### src/rtl/ptt_pkg.sv
// shared types, codes and the helper function of the port trigger table
`timescale 1ns / 1ps
package ptt_pkg;

  localparam logic [1:0] CMD_LOOKUP  = 2'd0;
  localparam logic [1:0] CMD_FORWARD = 2'd1;
  localparam logic [1:0] CMD_TRIGGER = 2'd2;
  localparam logic [1:0] CMD_TICK    = 2'd3;

  localparam logic [1:0] VERDICT_CONTINUE = 2'd0;
  localparam logic [1:0] VERDICT_ACCEPT   = 2'd1;
  localparam logic [1:0] VERDICT_REDIRECT = 2'd2;

  localparam logic [7:0]  PROTO_TCP     = 8'd6;
  localparam logic [7:0]  PROTO_UDP     = 8'd17;
  localparam logic [15:0] PORT_END_MARK = 16'hFFFF;

  localparam logic [2:0] REG_TRIG_PROTO = 3'd0;
  localparam logic [2:0] REG_FWD_PROTO  = 3'd1;
  localparam logic [2:0] REG_TRIG_PORTS = 3'd2;
  localparam logic [2:0] REG_TRIG_FLAGS = 3'd3;
  localparam logic [2:0] REG_FWD_PORTS  = 3'd4;
  localparam logic [2:0] REG_FWD_FLAGS  = 3'd5;
  localparam logic [2:0] REG_REFRESH    = 3'd6;

  typedef enum logic [1:0] {
    S_IDLE,
    S_SWEEP,
    S_DRAIN,
    S_DECIDE
  } state_e;

  typedef struct packed {
    logic [7:0]  trig_proto;
    logic [7:0]  fwd_proto;
    logic [63:0] trig_ports;
    logic [3:0]  trig_flags;
    logic [63:0] fwd_ports;
    logic [3:0]  fwd_flags;
    logic [15:0] refresh;
  } cfg_t;

  typedef struct packed {
    logic [31:0] lan;
    logic [7:0]  proto;
    logic [15:0] secs;
  } entry_t;

  typedef struct packed {
    logic load;
    logic rd_en;
    logic commit;
  } ctrl_cmd_t;

  typedef struct packed {
    logic rd_last;
    logic out_busy;
  } ctrl_sts_t;

  // walks the slot list, a ranged slot pairs with the next one
  function automatic logic port_in_list(logic [63:0] list, logic [3:0] flags,
                                        logic [15:0] port, int unsigned nslots);
    logic        done;
    logic        skip;
    logic        hit;
    logic [15:0] lo;
    logic [15:0] hi;
    done = 1'b0;
    skip = 1'b0;
    hit  = 1'b0;
    for (int k = 0; k < 4; k++) begin
      lo = list[16*k +: 16];
      hi = lo;
      if (k < nslots && !done && !skip) begin
        if (flags[k] && lo == PORT_END_MARK) begin
          done = 1'b1;
        end else begin
          if (flags[k] && (k + 1) < nslots) begin
            hi   = list[16*((k + 1) % 4) +: 16];
            skip = 1'b1;
          end
          if (port >= lo && port <= hi) hit = 1'b1;
        end
      end else if (skip) begin
        skip = 1'b0;
      end
    end
    return hit;
  endfunction

endpackage

### src/rtl/ptt_regs.sv
// configuration register file behind the apb port
`timescale 1ns / 1ps
module ptt_regs import ptt_pkg::*; (
  input  logic        clk_i,
  input  logic        rst_ni,
  input  logic        psel,
  input  logic        penable,
  input  logic        pwrite,
  input  logic [5:0]  paddr,
  input  logic [63:0] pwdata,
  output logic [63:0] prdata,
  output logic        pready,
  output cfg_t        cfg_o
);

  cfg_t       cfg_q;
  logic       wr_en;
  logic [2:0] idx;

  assign pready = 1'b1;
  assign idx    = paddr[5:3];
  assign wr_en  = psel && penable && pwrite;
  assign cfg_o  = cfg_q;

  always_ff @(posedge clk_i or negedge rst_ni) begin
    if (!rst_ni) begin
      cfg_q.trig_proto <= '0;
      cfg_q.fwd_proto  <= '0;
      cfg_q.trig_ports <= 64'd65535;
      cfg_q.trig_flags <= 4'd1;
      cfg_q.fwd_ports  <= 64'd65535;
      cfg_q.fwd_flags  <= 4'd1;
      cfg_q.refresh    <= '0;
    end else if (wr_en) begin
      unique case (idx)
        REG_TRIG_PROTO: cfg_q.trig_proto <= pwdata[7:0];
        REG_FWD_PROTO:  cfg_q.fwd_proto  <= pwdata[7:0];
        REG_TRIG_PORTS: cfg_q.trig_ports <= pwdata;
        REG_TRIG_FLAGS: cfg_q.trig_flags <= pwdata[3:0];
        REG_FWD_PORTS:  cfg_q.fwd_ports  <= pwdata;
        REG_FWD_FLAGS:  cfg_q.fwd_flags  <= pwdata[3:0];
        REG_REFRESH:    cfg_q.refresh    <= pwdata[15:0];
        default: ;
      endcase
    end
  end

  always_comb begin
    unique case (idx)
      REG_TRIG_PROTO: prdata = {56'd0, cfg_q.trig_proto};
      REG_FWD_PROTO:  prdata = {56'd0, cfg_q.fwd_proto};
      REG_TRIG_PORTS: prdata = cfg_q.trig_ports;
      REG_TRIG_FLAGS: prdata = {60'd0, cfg_q.trig_flags};
      REG_FWD_PORTS:  prdata = cfg_q.fwd_ports;
      REG_FWD_FLAGS:  prdata = {60'd0, cfg_q.fwd_flags};
      REG_REFRESH:    prdata = {48'd0, cfg_q.refresh};
      default:        prdata = '0;
    endcase
  end

endmodule

### src/rtl/ptt_ctrl.sv
// controller: accept, table sweep, drain and decision sequencing
`timescale 1ns / 1ps
module ptt_ctrl import ptt_pkg::*; (
  input  logic      clk_i,
  input  logic      rst_ni,
  input  logic      in_valid_i,
  output logic      in_stall_o,
  input  ctrl_sts_t sts_i,
  output ctrl_cmd_t cmd_o
);

  state_e state_q, state_d;

  always_ff @(posedge clk_i or negedge rst_ni) begin
    if (!rst_ni) state_q <= S_IDLE;
    else         state_q <= state_d;
  end

  always_comb begin
    state_d = state_q;
    unique case (state_q)
      S_IDLE:   if (in_valid_i) state_d = S_SWEEP;
      S_SWEEP:  if (sts_i.rd_last) state_d = S_DRAIN;
      S_DRAIN:  state_d = S_DECIDE;
      S_DECIDE: if (!sts_i.out_busy) state_d = S_IDLE;
      default:  state_d = S_IDLE;
    endcase
  end

  always_comb begin
    cmd_o      = '0;
    in_stall_o = 1'b1;
    unique case (state_q)
      S_IDLE: begin
        in_stall_o = 1'b0;
        cmd_o.load = in_valid_i;
      end
      S_SWEEP:  cmd_o.rd_en = 1'b1;
      S_DRAIN:  ;
      S_DECIDE: cmd_o.commit = !sts_i.out_busy;
      default:  ;
    endcase
  end

  a_commit_after_sweep: assert property (@(posedge clk_i) disable iff (!rst_ni)
    cmd_o.commit |-> $past(state_q) == S_DRAIN || $past(state_q) == S_DECIDE)
    else $error("commit without a finished sweep");
  a_load_starts_sweep: assert property (@(posedge clk_i) disable iff (!rst_ni)
    cmd_o.load |=> state_q == S_SWEEP)
    else $error("accepted item did not start a sweep");
  a_sweep_ends: assert property (@(posedge clk_i) disable iff (!rst_ni)
    (cmd_o.rd_en && sts_i.rd_last) |=> state_q == S_DRAIN)
    else $error("sweep ran past the last entry");

endmodule

### src/rtl/ptt_datapath.sv
// datapath: entry memory, valid and rank cells, sweep trackers, result register
`timescale 1ns / 1ps
module ptt_datapath import ptt_pkg::*; #(
  parameter int unsigned TABLE_ENTRIES           = 16,
  parameter int unsigned PORT_SLOTS              = 4,
  parameter int unsigned DEFAULT_TIMEOUT_SECONDS = 600
) (
  input  logic        clk_i,
  input  logic        rst_ni,
  input  cfg_t        cfg_i,
  input  ctrl_cmd_t   cmd_i,
  output ctrl_sts_t   sts_o,
  input  logic [1:0]  command_i,
  input  logic [7:0]  protocol_i,
  input  logic [31:0] src_addr_i,
  input  logic [31:0] dst_addr_i,
  input  logic [15:0] dst_port_i,
  output logic        out_valid_o,
  input  logic        out_stall_i,
  output logic [1:0]  verdict_o,
  output logic [31:0] nat_addr_o,
  output logic        table_full_o
);

  localparam int unsigned IW = (TABLE_ENTRIES > 1) ? $clog2(TABLE_ENTRIES) : 1;
  localparam logic [15:0] DEF_TIMEOUT = 16'(DEFAULT_TIMEOUT_SECONDS);

  // item registers
  logic [1:0]  cmd_q;
  logic [7:0]  proto_q;
  logic [31:0] src_q;
  logic [31:0] dst_q;
  logic [15:0] port_q;

  entry_t mem_q [TABLE_ENTRIES];
  entry_t rd_data_q;
  logic   wr_en;
  logic [IW-1:0] wr_addr;
  entry_t wr_data;

  logic [TABLE_ENTRIES-1:0] valid_q, valid_d;
  logic [IW-1:0] rank_q [TABLE_ENTRIES];
  logic [IW-1:0] rank_d [TABLE_ENTRIES];

  logic [IW-1:0] idx_q;
  logic          proc_v_q;
  logic [IW-1:0] proc_idx_q;

  logic          best_v_q;
  logic [IW-1:0] best_idx_q;
  logic [IW-1:0] best_rank_q;
  entry_t        best_word_q;
  logic          free_v_q;
  logic [IW-1:0] free_idx_q;

  logic          out_valid_q;
  logic [1:0]    verdict_q;
  logic [31:0]   nat_q;
  logic          full_q;

  logic          cur_v;
  logic [IW-1:0] cur_rank;
  logic          hit;
  logic          tick_on;
  logic          tick_free;
  logic          tick_wr;
  logic          pass;
  logic          trig_ok;
  logic          fwd_ok;
  logic [15:0]   reload;
  logic          c_wr;
  logic [IW-1:0] c_addr;
  entry_t        c_data;
  logic          c_ins;
  logic [1:0]    c_verdict;
  logic [31:0]   c_nat;
  logic          c_full;

  assign sts_o.rd_last  = idx_q == IW'(TABLE_ENTRIES - 1);
  assign sts_o.out_busy = out_valid_q && out_stall_i;

  always_ff @(posedge clk_i) begin
    if (cmd_i.load) begin
      cmd_q   <= command_i;
      proto_q <= protocol_i;
      src_q   <= src_addr_i;
      dst_q   <= dst_addr_i;
      port_q  <= dst_port_i;
    end
  end

  always_ff @(posedge clk_i or negedge rst_ni) begin
    if (!rst_ni) begin
      idx_q    <= '0;
      proc_v_q <= 1'b0;
    end else begin
      proc_v_q <= cmd_i.rd_en;
      if (cmd_i.load)       idx_q <= '0;
      else if (cmd_i.rd_en) idx_q <= idx_q + 1'b1;
    end
  end

  // entry memory, one read and one write port
  always_ff @(posedge clk_i) begin
    if (cmd_i.rd_en) begin
      rd_data_q  <= mem_q[idx_q];
      proc_idx_q <= idx_q;
    end
    if (wr_en) mem_q[wr_addr] <= wr_data;
  end

  assign cur_v    = valid_q[proc_idx_q];
  assign cur_rank = rank_q[proc_idx_q];
  assign tick_on  = proc_v_q && cmd_q == CMD_TICK && cur_v;
  assign tick_free = tick_on && rd_data_q.secs <= 16'd1;
  assign tick_wr  = tick_on && rd_data_q.secs > 16'd1;
  assign hit = cur_v && ((cmd_q == CMD_TRIGGER) ? rd_data_q.proto == proto_q
                                                : rd_data_q.lan != src_q);

  // newest match and lowest free index, tracked while the sweep goes by
  always_ff @(posedge clk_i or negedge rst_ni) begin
    if (!rst_ni) begin
      best_v_q <= 1'b0;
      free_v_q <= 1'b0;
    end else if (cmd_i.load) begin
      best_v_q <= 1'b0;
      free_v_q <= 1'b0;
    end else if (proc_v_q) begin
      if (hit && (!best_v_q || cur_rank < best_rank_q)) best_v_q <= 1'b1;
      if (!cur_v) free_v_q <= 1'b1;
    end
  end

  always_ff @(posedge clk_i) begin
    if (proc_v_q) begin
      if (hit && (!best_v_q || cur_rank < best_rank_q)) begin
        best_idx_q  <= proc_idx_q;
        best_rank_q <= cur_rank;
        best_word_q <= rd_data_q;
      end
      if (!cur_v && !free_v_q) free_idx_q <= proc_idx_q;
    end
  end

  assign pass = (proto_q == PROTO_TCP || proto_q == PROTO_UDP) && src_q != dst_q &&
                src_q != 32'd0 && dst_q != 32'd0;
  assign trig_ok = (cfg_i.trig_proto == 8'd0 || cfg_i.trig_proto == proto_q) &&
                   port_in_list(cfg_i.trig_ports, cfg_i.trig_flags, port_q, PORT_SLOTS);
  assign fwd_ok  = (cfg_i.fwd_proto == 8'd0 || cfg_i.fwd_proto == proto_q) &&
                   port_in_list(cfg_i.fwd_ports, cfg_i.fwd_flags, port_q, PORT_SLOTS);
  assign reload  = (cfg_i.refresh != 16'd0) ? cfg_i.refresh : DEF_TIMEOUT;

  always_comb begin
    c_wr      = 1'b0;
    c_addr    = best_idx_q;
    c_data    = '{lan: src_q, proto: proto_q, secs: reload};
    c_ins     = 1'b0;
    c_verdict = VERDICT_CONTINUE;
    c_nat     = '0;
    c_full    = 1'b0;
    if (cmd_q != CMD_TICK && pass) begin
      if (cmd_q == CMD_TRIGGER) begin
        if (trig_ok) begin
          if (best_v_q) begin
            c_wr      = 1'b1;
            c_verdict = VERDICT_ACCEPT;
          end else if (free_v_q) begin
            c_wr      = 1'b1;
            c_ins     = 1'b1;
            c_addr    = free_idx_q;
            c_data.secs = DEF_TIMEOUT;
            c_verdict = VERDICT_ACCEPT;
          end else begin
            c_full = 1'b1;
          end
        end
      end else if (fwd_ok && best_v_q) begin
        if (cmd_q == CMD_LOOKUP) begin
          c_verdict = VERDICT_REDIRECT;
          c_nat     = best_word_q.lan;
        end else begin
          c_wr      = 1'b1;
          c_data    = '{lan: best_word_q.lan, proto: best_word_q.proto, secs: reload};
          c_verdict = VERDICT_ACCEPT;
        end
      end
    end
  end

  always_comb begin
    if (cmd_i.commit) begin
      wr_en   = c_wr;
      wr_addr = c_addr;
      wr_data = c_data;
    end else begin
      wr_en   = tick_wr;
      wr_addr = proc_idx_q;
      wr_data = '{lan: rd_data_q.lan, proto: rd_data_q.proto,
                  secs: rd_data_q.secs - 16'd1};
    end
  end

  // rank cells: freeing moves older entries down, insert pushes all live entries up
  always_comb begin
    valid_d = valid_q;
    rank_d  = rank_q;
    if (tick_free) begin
      valid_d[proc_idx_q] = 1'b0;
      for (int j = 0; j < TABLE_ENTRIES; j++) begin
        if (valid_q[j] && rank_q[j] > cur_rank) rank_d[j] = rank_q[j] - 1'b1;
      end
    end
    if (cmd_i.commit && c_ins) begin
      for (int j = 0; j < TABLE_ENTRIES; j++) begin
        if (valid_q[j]) rank_d[j] = rank_q[j] + 1'b1;
      end
      valid_d[free_idx_q] = 1'b1;
      rank_d[free_idx_q]  = '0;
    end
  end

  always_ff @(posedge clk_i or negedge rst_ni) begin
    if (!rst_ni) valid_q <= '0;
    else         valid_q <= valid_d;
  end

  always_ff @(posedge clk_i) begin
    rank_q <= rank_d;
  end

  always_ff @(posedge clk_i or negedge rst_ni) begin
    if (!rst_ni) begin
      out_valid_q <= 1'b0;
    end else if (cmd_i.commit) begin
      out_valid_q <= 1'b1;
    end else if (out_valid_q && !out_stall_i) begin
      out_valid_q <= 1'b0;
    end
  end

  always_ff @(posedge clk_i) begin
    if (cmd_i.commit) begin
      verdict_q <= c_verdict;
      nat_q     <= c_nat;
      full_q    <= c_full;
    end
  end

  assign out_valid_o  = out_valid_q;
  assign verdict_o    = verdict_q;
  assign nat_addr_o   = nat_q;
  assign table_full_o = full_q;

  a_commit_free_slot: assert property (@(posedge clk_i) disable iff (!rst_ni)
    cmd_i.commit |-> !(out_valid_q && out_stall_i))
    else $error("result overwrote a waiting item");
  a_single_writer: assert property (@(posedge clk_i) disable iff (!rst_ni)
    !(cmd_i.commit && proc_v_q))
    else $error("decision write collides with sweep write");
  a_insert_valid: assert property (@(posedge clk_i) disable iff (!rst_ni)
    (cmd_i.commit && c_ins) |=> valid_q[$past(free_idx_q)])
    else $error("inserted entry not marked live");
  a_insert_needs_free: assert property (@(posedge clk_i) disable iff (!rst_ni)
    (cmd_i.commit && c_ins) |-> !valid_q[free_idx_q])
    else $error("insert into a live entry");

endmodule

### src/rtl/port_trigger_table_unit.sv
// top level of the port trigger table
`timescale 1ns / 1ps
// Each item (event or tick) walks every table entry once through an entry memory
// with one read and one write port: an accept state, a sweep state reading the
// entries in turn, a drain state and a decision state, which waits while the
// result register is still held by out_stall_i. One item is in
// work at a time; a finished result waits in the output register while the next
// item is taken. Configuration is written over the apb port at byte address 8*i.
module port_trigger_table_unit import ptt_pkg::*; #(
  parameter int unsigned TABLE_ENTRIES           = 16,
  parameter int unsigned PORT_SLOTS              = 4,
  parameter int unsigned DEFAULT_TIMEOUT_SECONDS = 600
) (
  input  logic        clk_i,
  input  logic        rst_ni,
  input  logic        in_valid_i,
  output logic        in_stall_o,
  input  logic [1:0]  command_i,
  input  logic [7:0]  protocol_i,
  input  logic [31:0] src_addr_i,
  input  logic [31:0] dst_addr_i,
  input  logic [15:0] dst_port_i,
  output logic        out_valid_o,
  input  logic        out_stall_i,
  output logic [1:0]  verdict_o,
  output logic [31:0] nat_addr_o,
  output logic        table_full_o,
  input  logic        psel,
  input  logic        penable,
  input  logic        pwrite,
  input  logic [5:0]  paddr,
  input  logic [63:0] pwdata,
  output logic [63:0] prdata,
  output logic        pready
);

  cfg_t      cfg;
  ctrl_cmd_t cmd;
  ctrl_sts_t sts;

  ptt_regs u_regs (
    .clk_i   (clk_i),
    .rst_ni  (rst_ni),
    .psel    (psel),
    .penable (penable),
    .pwrite  (pwrite),
    .paddr   (paddr),
    .pwdata  (pwdata),
    .prdata  (prdata),
    .pready  (pready),
    .cfg_o   (cfg)
  );

  ptt_ctrl u_ctrl (
    .clk_i      (clk_i),
    .rst_ni     (rst_ni),
    .in_valid_i (in_valid_i),
    .in_stall_o (in_stall_o),
    .sts_i      (sts),
    .cmd_o      (cmd)
  );

  ptt_datapath #(
    .TABLE_ENTRIES           (TABLE_ENTRIES),
    .PORT_SLOTS              (PORT_SLOTS),
    .DEFAULT_TIMEOUT_SECONDS (DEFAULT_TIMEOUT_SECONDS)
  ) u_dp (
    .clk_i        (clk_i),
    .rst_ni       (rst_ni),
    .cfg_i        (cfg),
    .cmd_i        (cmd),
    .sts_o        (sts),
    .command_i    (command_i),
    .protocol_i   (protocol_i),
    .src_addr_i   (src_addr_i),
    .dst_addr_i   (dst_addr_i),
    .dst_port_i   (dst_port_i),
    .out_valid_o  (out_valid_o),
    .out_stall_i  (out_stall_i),
    .verdict_o    (verdict_o),
    .nat_addr_o   (nat_addr_o),
    .table_full_o (table_full_o)
  );

endmodule
### config.mk
export PLATFORM = sky130hd
export DESIGN_NAME = port_trigger_table_unit
export DESIGN_NICKNAME = d
export VERILOG_FILES = /design/src/rtl/ptt_pkg.sv /design/src/rtl/ptt_regs.sv /design/src/rtl/ptt_ctrl.sv /design/src/rtl/ptt_datapath.sv /design/src/rtl/port_trigger_table_unit.sv
export SDC_FILE = /design/constraint.sdc
export NUM_CORES = 2
export LEC_CHECK = 0
export ABC_AREA = 1
export BUFFER_PORTS_ARGS = -buffer_cell sky130_fd_sc_hd__buf_2
export CORE_ASPECT_RATIO = 1.1
export CORE_MARGIN = 3
export CORE_UTILIZATION = 60
export CTS_BUF_LIST = sky130_fd_sc_hd__clkbuf_16
export CTS_CLUSTER_SIZE = 24
export DETAILED_ROUTE_END_ITERATION = 8
export PLACE_DENSITY = 0.84
export SLEW_MARGIN = 30
export SYNTH_ARGS = -nofsm -noshare
export SYNTH_HDL_FRONTEND = slang
export SYNTH_SLANG_ARGS = --single-unit
### constraint.sdc
create_clock -name clk_i -period 15.2 [get_ports clk_i]
set_input_delay 1.52 -clock clk_i [delete_from_list [all_inputs] [get_ports clk_i]]
set_output_delay 1.52 -clock clk_i [all_outputs]
set_load 0.02 [all_outputs]
==> flow_metrics.env <==
export IMPL_worst_r2r_setup_slack_ns=9.42
export IMPL_postSynthAreaPerCell_um2=10.8
export IMPL_synth_simple_gate_area_share_pct=9.90
export IMPL_cts_hold_buffers_added=0
export IMPL_yosys_area_share_adder_pct=5.59
export IMPL_average_wire_length_per_cell_after_detail_routing_um=24.7
export IMPL_routabilityCongestion=0.997
export IMPL_setup_repair_after_global_routing_missed_its_margin="false"
export IMPL_max_cap_viol_count=0
export IMPL_timing_fmax_ghz=0.173
export IMPL_clock_tree_buf_depth=3
export IMPL_number_of_synthesized_flops_with_an_enable_pin=1133
export IMPL_multiInputGateArea_um2=23100
export IMPL_outcome="completed"
export IMPL_grtUsageTotal_pct=33.5
export IMPL_design_final_nets=6897
export IMPL_async_flop_share_pct=13.9
export IMPL_crit_path_most_repeated_cell="sky130_fd_sc_hd__nand2_1"
export IMPL_synth_fp_nets=6675
export IMPL_fp_dieW_um=324
export IMPL_crit_path_end_kind="flip-flop"
export IMPL_worst_slew_margin_rel_pct=27.7
export IMPL_finalHoldViolations=0
export IMPL_critPathSlowestCell="sky130_fd_sc_hd__dfstp_2"
export IMPL_netlist_instances=6209
export IMPL_cp_max_fo=39
export IMPL_part_of_the_yosys_area_used_for_sequential_elements_pct=60.1
export IMPL_dieArea_um2=116000
export IMPL_cp_slowest_stage_delay_ns=0.94
export IMPL_setup_violations=0
export IMPL_post_cts_resized_instances=0
export IMPL_initial_utilization_pct=61.0
export IMPL_worst_endpoint_required_ns=15.57
export IMPL_num_vias=51100
export IMPL_cts_clk_slew_worst_paths_ns=0.06
export IMPL_r2r_cells=17
export IMPL_cts_root_buf="sky130_fd_sc_hd__clkbuf_16"
export IMPL_tightestPinTransition_ns=1.09
export IMPL_avgViaCountPerCell=6.35
export IMPL_postSynthRegisterBits=1391
export IMPL_die_height_um=356
export IMPL_clock_sinks=1391
export IMPL_buffer_ports_inserted=264
export IMPL_tritoncts_num_buffers=140
export IMPL_critPathArrivalTime_ns=6.14
export IMPL_synth_compound_area_share_pct=13.6
export IMPL_boundaryPins=269
export IMPL_final_antenna_net_count=0
export IMPL_worstReg2RegStart="u_regs.cfg_o[84]"
export IMPL_timing_critical_path_from_type="flip-flop"
export IMPL_timing_critical_path_cells="o21ai_0 -> ha_1 -> nand4_1 -> nor2_1 -> nand2_1 -> nand2_1 -> nand2_1 -> a21oi_1 -> nand3_2 -> nand3_4 -> nand2_1 -> nand3_1 -> nand2_1 -> inv_1 -> nand3_1 -> nor2_4 -> buf_4"
export IMPL_grt_antenna_before_repair=13
export IMPL_remaining_drc_errors=0
export IMPL_fin_tns_setup_ns=0
export IMPL_cts_repair_timing_setup_buffer_count=0
export IMPL_cts_tree="built"
export IMPL_category_of_the_critical_setup_timing_path="flip-flop to flip-flop"
export IMPL_skew_ns=0.0304
export IMPL_synth_mux_area_share_pct=3.48
export IMPL_grt_pass1_vias=48900
export IMPL_global_route_overflow_total=0
export IMPL_postSynth_topFlopCell="sky130_fd_sc_hd__edfxtp_1"
export IMPL_grt_pass1_wl_mm=293
export IMPL_post_dp_hpwl_mm=123
export IMPL_period_share_pct=38.0
export IMPL_synth_xor_area_share_pct=1.69
export IMPL_cts_max_level=4
export IMPL_critical_path_reg2reg_endpoint="u_dp.mem_q[7][46]"
export IMPL_leakage_nw=29.9
export IMPL_cellPowerDensity_nw_per_um2=175
export IMPL_totalWireLength_mm=199
export IMPL_synth_top_family_by_area="compound AO/OA/AOI/OAI gates"
export IMPL_sequential_cell_area_um2=40200
export IMPL_critPathLaunch="u_regs.cfg_o[84]"
export IMPL_syn_cell_area_um2=66900
export IMPL_drt_pass1_iterations=6
export IMPL_area_growth_syn_to_layout_pct=11.4
export IMPL_final_layout_size_suffix_gt1_share_pct=9.92
export IMPL_crit_end="u_dp.mem_q[7][46]"
export IMPL_timing_max_transition_violations_final=0
export IMPL_rows=127
export IMPL_nFillCells=7606
export IMPL_detail_route_iter0_violations=7075
export IMPL_min_delay_path_class="flip-flop to flip-flop"
export IMPL_synth_cell_type_count=65
export IMPL_finalCriticalPeriod_ns=5.78
export IMPL_power_total_mw=13.1
export IMPL_pin_count_of_the_biggest_net_entering_global_routing=207
export IMPL_placeable_core_region_um2=110000
export IMPL_worstSkewPairLatency_ns=0.76
export IMPL_worst_ir_drop_vdd_mv=0.135
export IMPL_synth_warning_count=0
## final cells by class
class                      count  area share, %
inverter                     726           3.67
clock buffer                 146           4.90
tap                         1483           2.49
multi-input combinational   3820           31.0
timing repair buffer         352           2.91
sequential                  1391           53.9
clock inverter               109           1.09
antenna                       17         0.0570
## critical path: cells and delay by family, from the launching register on
family	cells	cell delay (ns)
buffers and inverters	2	0.85
adders and majority gates	1	0.34
AOI/OAI and AO/OA	2	0.43
DFF	1	0.94
and+or+nand+nor	12	2.73
## stage by stage
stage / utilization, % / hold slack, ns / std cells / setup slack (ns) / instance area, um^2
finish: 67.9 / 0.479 / 8044 / 9.42 / 74600
global placement: 63.6 / 0.458 / 7757 / 9.33 / 69800
detailed placement: 63.7 / 0.465 / 7764 / 9.35 / 69900
floorplan: - / 0.423 / 6209 / 9.67 / 66900
CTS: 67.7 / 0.477 / 8019 / 9.49 / 74400
global route: 67.9 / 0.493 / 8028 / 9.18 / 74600
## worst min path at each step
stage	slack [ns]	cells past startpoint	endpoint	from
2_1_floorplan	0.42	0	u_dp.proc_idx_q[2]	u_dp.idx_q[2]
3_3_place_gp	0.46	0	u_dp.best_word_q[35]	u_dp.rd_data_q[35]
3_5_place_dp	0.46	0	u_dp.best_word_q[55]	u_dp.rd_data_q[55]
4_1_cts	0.48	0	u_dp.best_word_q[47]	u_dp.rd_data_q[47]
5_1_grt	0.49	0	u_dp.best_word_q[55]	u_dp.rd_data_q[55]
6_report	0.48	0	u_dp.best_word_q[55]	u_dp.rd_data_q[55]
## routing by layer
layer	GRT usage (%)	up-vias	part of all wire, %
met4	19.3	6	5.8
met1	42.9	24300	36
met2	51.7	3509	45
li1	-	22500	-
met5	0	-	0.019
met3	9.30	717	13
## where the power goes
group | internal [mW] | total, mW | leakage, nW | switching (mW)
Clock | 1.89 | 3.36 | 2.35 | 1.47
Sequential | 5.12 | 5.56 | 12.9 | 0.440
Combinational | 1.27 | 4.17 | 14.6 | 2.89
## layout by cell type, fill, tap and decap left out, drive strengths merged, types with 3 or more instances in the layout
cell type	count
o221ai	27
nor2	348
o21bai	4
bufinv	8
a32o	6
nand3	204
nand2	875
nor4	15
a21oi	494
mux2i	224
a21boi	11
xor2	74
dfrtp	160
diode	17
o2111ai	6
a21o	3
edfxtp	1133
nor3	51
clkinv	49
o211ai	265
a221oi	8
xnor2	55
mux2	8
dfxtp	64
clkbuf	147
dfstp	34
a22oi	37
a31oi	4
buf	351
inv	776
ha	299
o22ai	69
nand3b	4
o21a	7
nand4	79
o21ai	623
## sequential cells by signal, indices dropped and copies added, names as in the netlist, 2 cells and up
register / count
u_dp.free_idx_q: 4
u_dp.cmd_q: 2
u_dp.best_idx_q: 4
u_regs.cfg_o: 168
u_dp.dst_q: 32
u_dp.proc_idx_q: 4
u_dp.valid_q: 16
u_dp.best_rank_q: 4
u_dp.mem_q: 896
u_dp.proto_q: 8
u_dp.src_q: 32
u_dp.rd_data_q: 56
u_ctrl.state_q: 2
u_dp.idx_q: 4
u_dp.nat_addr_o: 32
u_dp.rank_q: 64
u_dp.verdict_o: 2
u_dp.best_word_q: 40
u_dp.port_q: 16
## cells in the mapped netlist (3+ instances only)
| library cell | n | area share [%] |
|---|---|---|
| sky130_fd_sc_hd__a21boi_1 | 9 | 0.10 |
| sky130_fd_sc_hd__a21o_1 | 3 | 0.034 |
| sky130_fd_sc_hd__a21oi_1 | 494 | 3.7 |
| sky130_fd_sc_hd__a221oi_1 | 8 | 0.10 |
| sky130_fd_sc_hd__a22oi_1 | 37 | 0.42 |
| sky130_fd_sc_hd__a31oi_1 | 4 | 0.037 |
| sky130_fd_sc_hd__a32o_1 | 6 | 0.090 |
| sky130_fd_sc_hd__buf_1 | 24 | 0.13 |
| sky130_fd_sc_hd__buf_2 | 27 | 0.20 |
| sky130_fd_sc_hd__buf_4 | 5 | 0.056 |
| sky130_fd_sc_hd__clkbuf_1 | 214 | 1.2 |
| sky130_fd_sc_hd__dfrtp_1 | 160 | 6.0 |
| sky130_fd_sc_hd__dfstp_2 | 34 | 1.3 |
| sky130_fd_sc_hd__dfxtp_1 | 64 | 1.9 |
| sky130_fd_sc_hd__edfxtp_1 | 1133 | 51 |
| sky130_fd_sc_hd__ha_1 | 299 | 5.6 |
| sky130_fd_sc_hd__inv_1 | 721 | 4.0 |
| sky130_fd_sc_hd__inv_2 | 5 | 0.028 |
| sky130_fd_sc_hd__mux2_2 | 8 | 0.13 |
| sky130_fd_sc_hd__mux2i_1 | 224 | 3.3 |
| sky130_fd_sc_hd__nand2_1 | 869 | 4.9 |
| sky130_fd_sc_hd__nand2_4 | 4 | 0.067 |
| sky130_fd_sc_hd__nand3_1 | 202 | 1.5 |
| sky130_fd_sc_hd__nand3b_1 | 4 | 0.045 |
| sky130_fd_sc_hd__nand4_1 | 77 | 0.72 |
| sky130_fd_sc_hd__nor2_1 | 344 | 1.9 |
| sky130_fd_sc_hd__nor3_1 | 49 | 0.37 |
| sky130_fd_sc_hd__nor4_1 | 15 | 0.14 |
| sky130_fd_sc_hd__o2111ai_1 | 6 | 0.079 |
| sky130_fd_sc_hd__o211ai_1 | 262 | 2.9 |
| sky130_fd_sc_hd__o211ai_2 | 3 | 0.056 |
| sky130_fd_sc_hd__o21a_1 | 7 | 0.079 |
| sky130_fd_sc_hd__o21ai_0 | 622 | 4.7 |
| sky130_fd_sc_hd__o21bai_1 | 4 | 0.045 |
| sky130_fd_sc_hd__o221ai_1 | 27 | 0.35 |
| sky130_fd_sc_hd__o22ai_1 | 69 | 0.64 |
| sky130_fd_sc_hd__xnor2_1 | 55 | 0.72 |
| sky130_fd_sc_hd__xor2_1 | 74 | 0.97 |
## cell families after synthesis
family,after synthesis
xor gates and xnor gates,129
AOI/OAI and AO/OA,1577
muxes,232
buffers and inverters,998
and+or+nand+nor,1582
other,1
DFF,1391
adders and majority gates,299
Power figures use the tool's default switching activity.
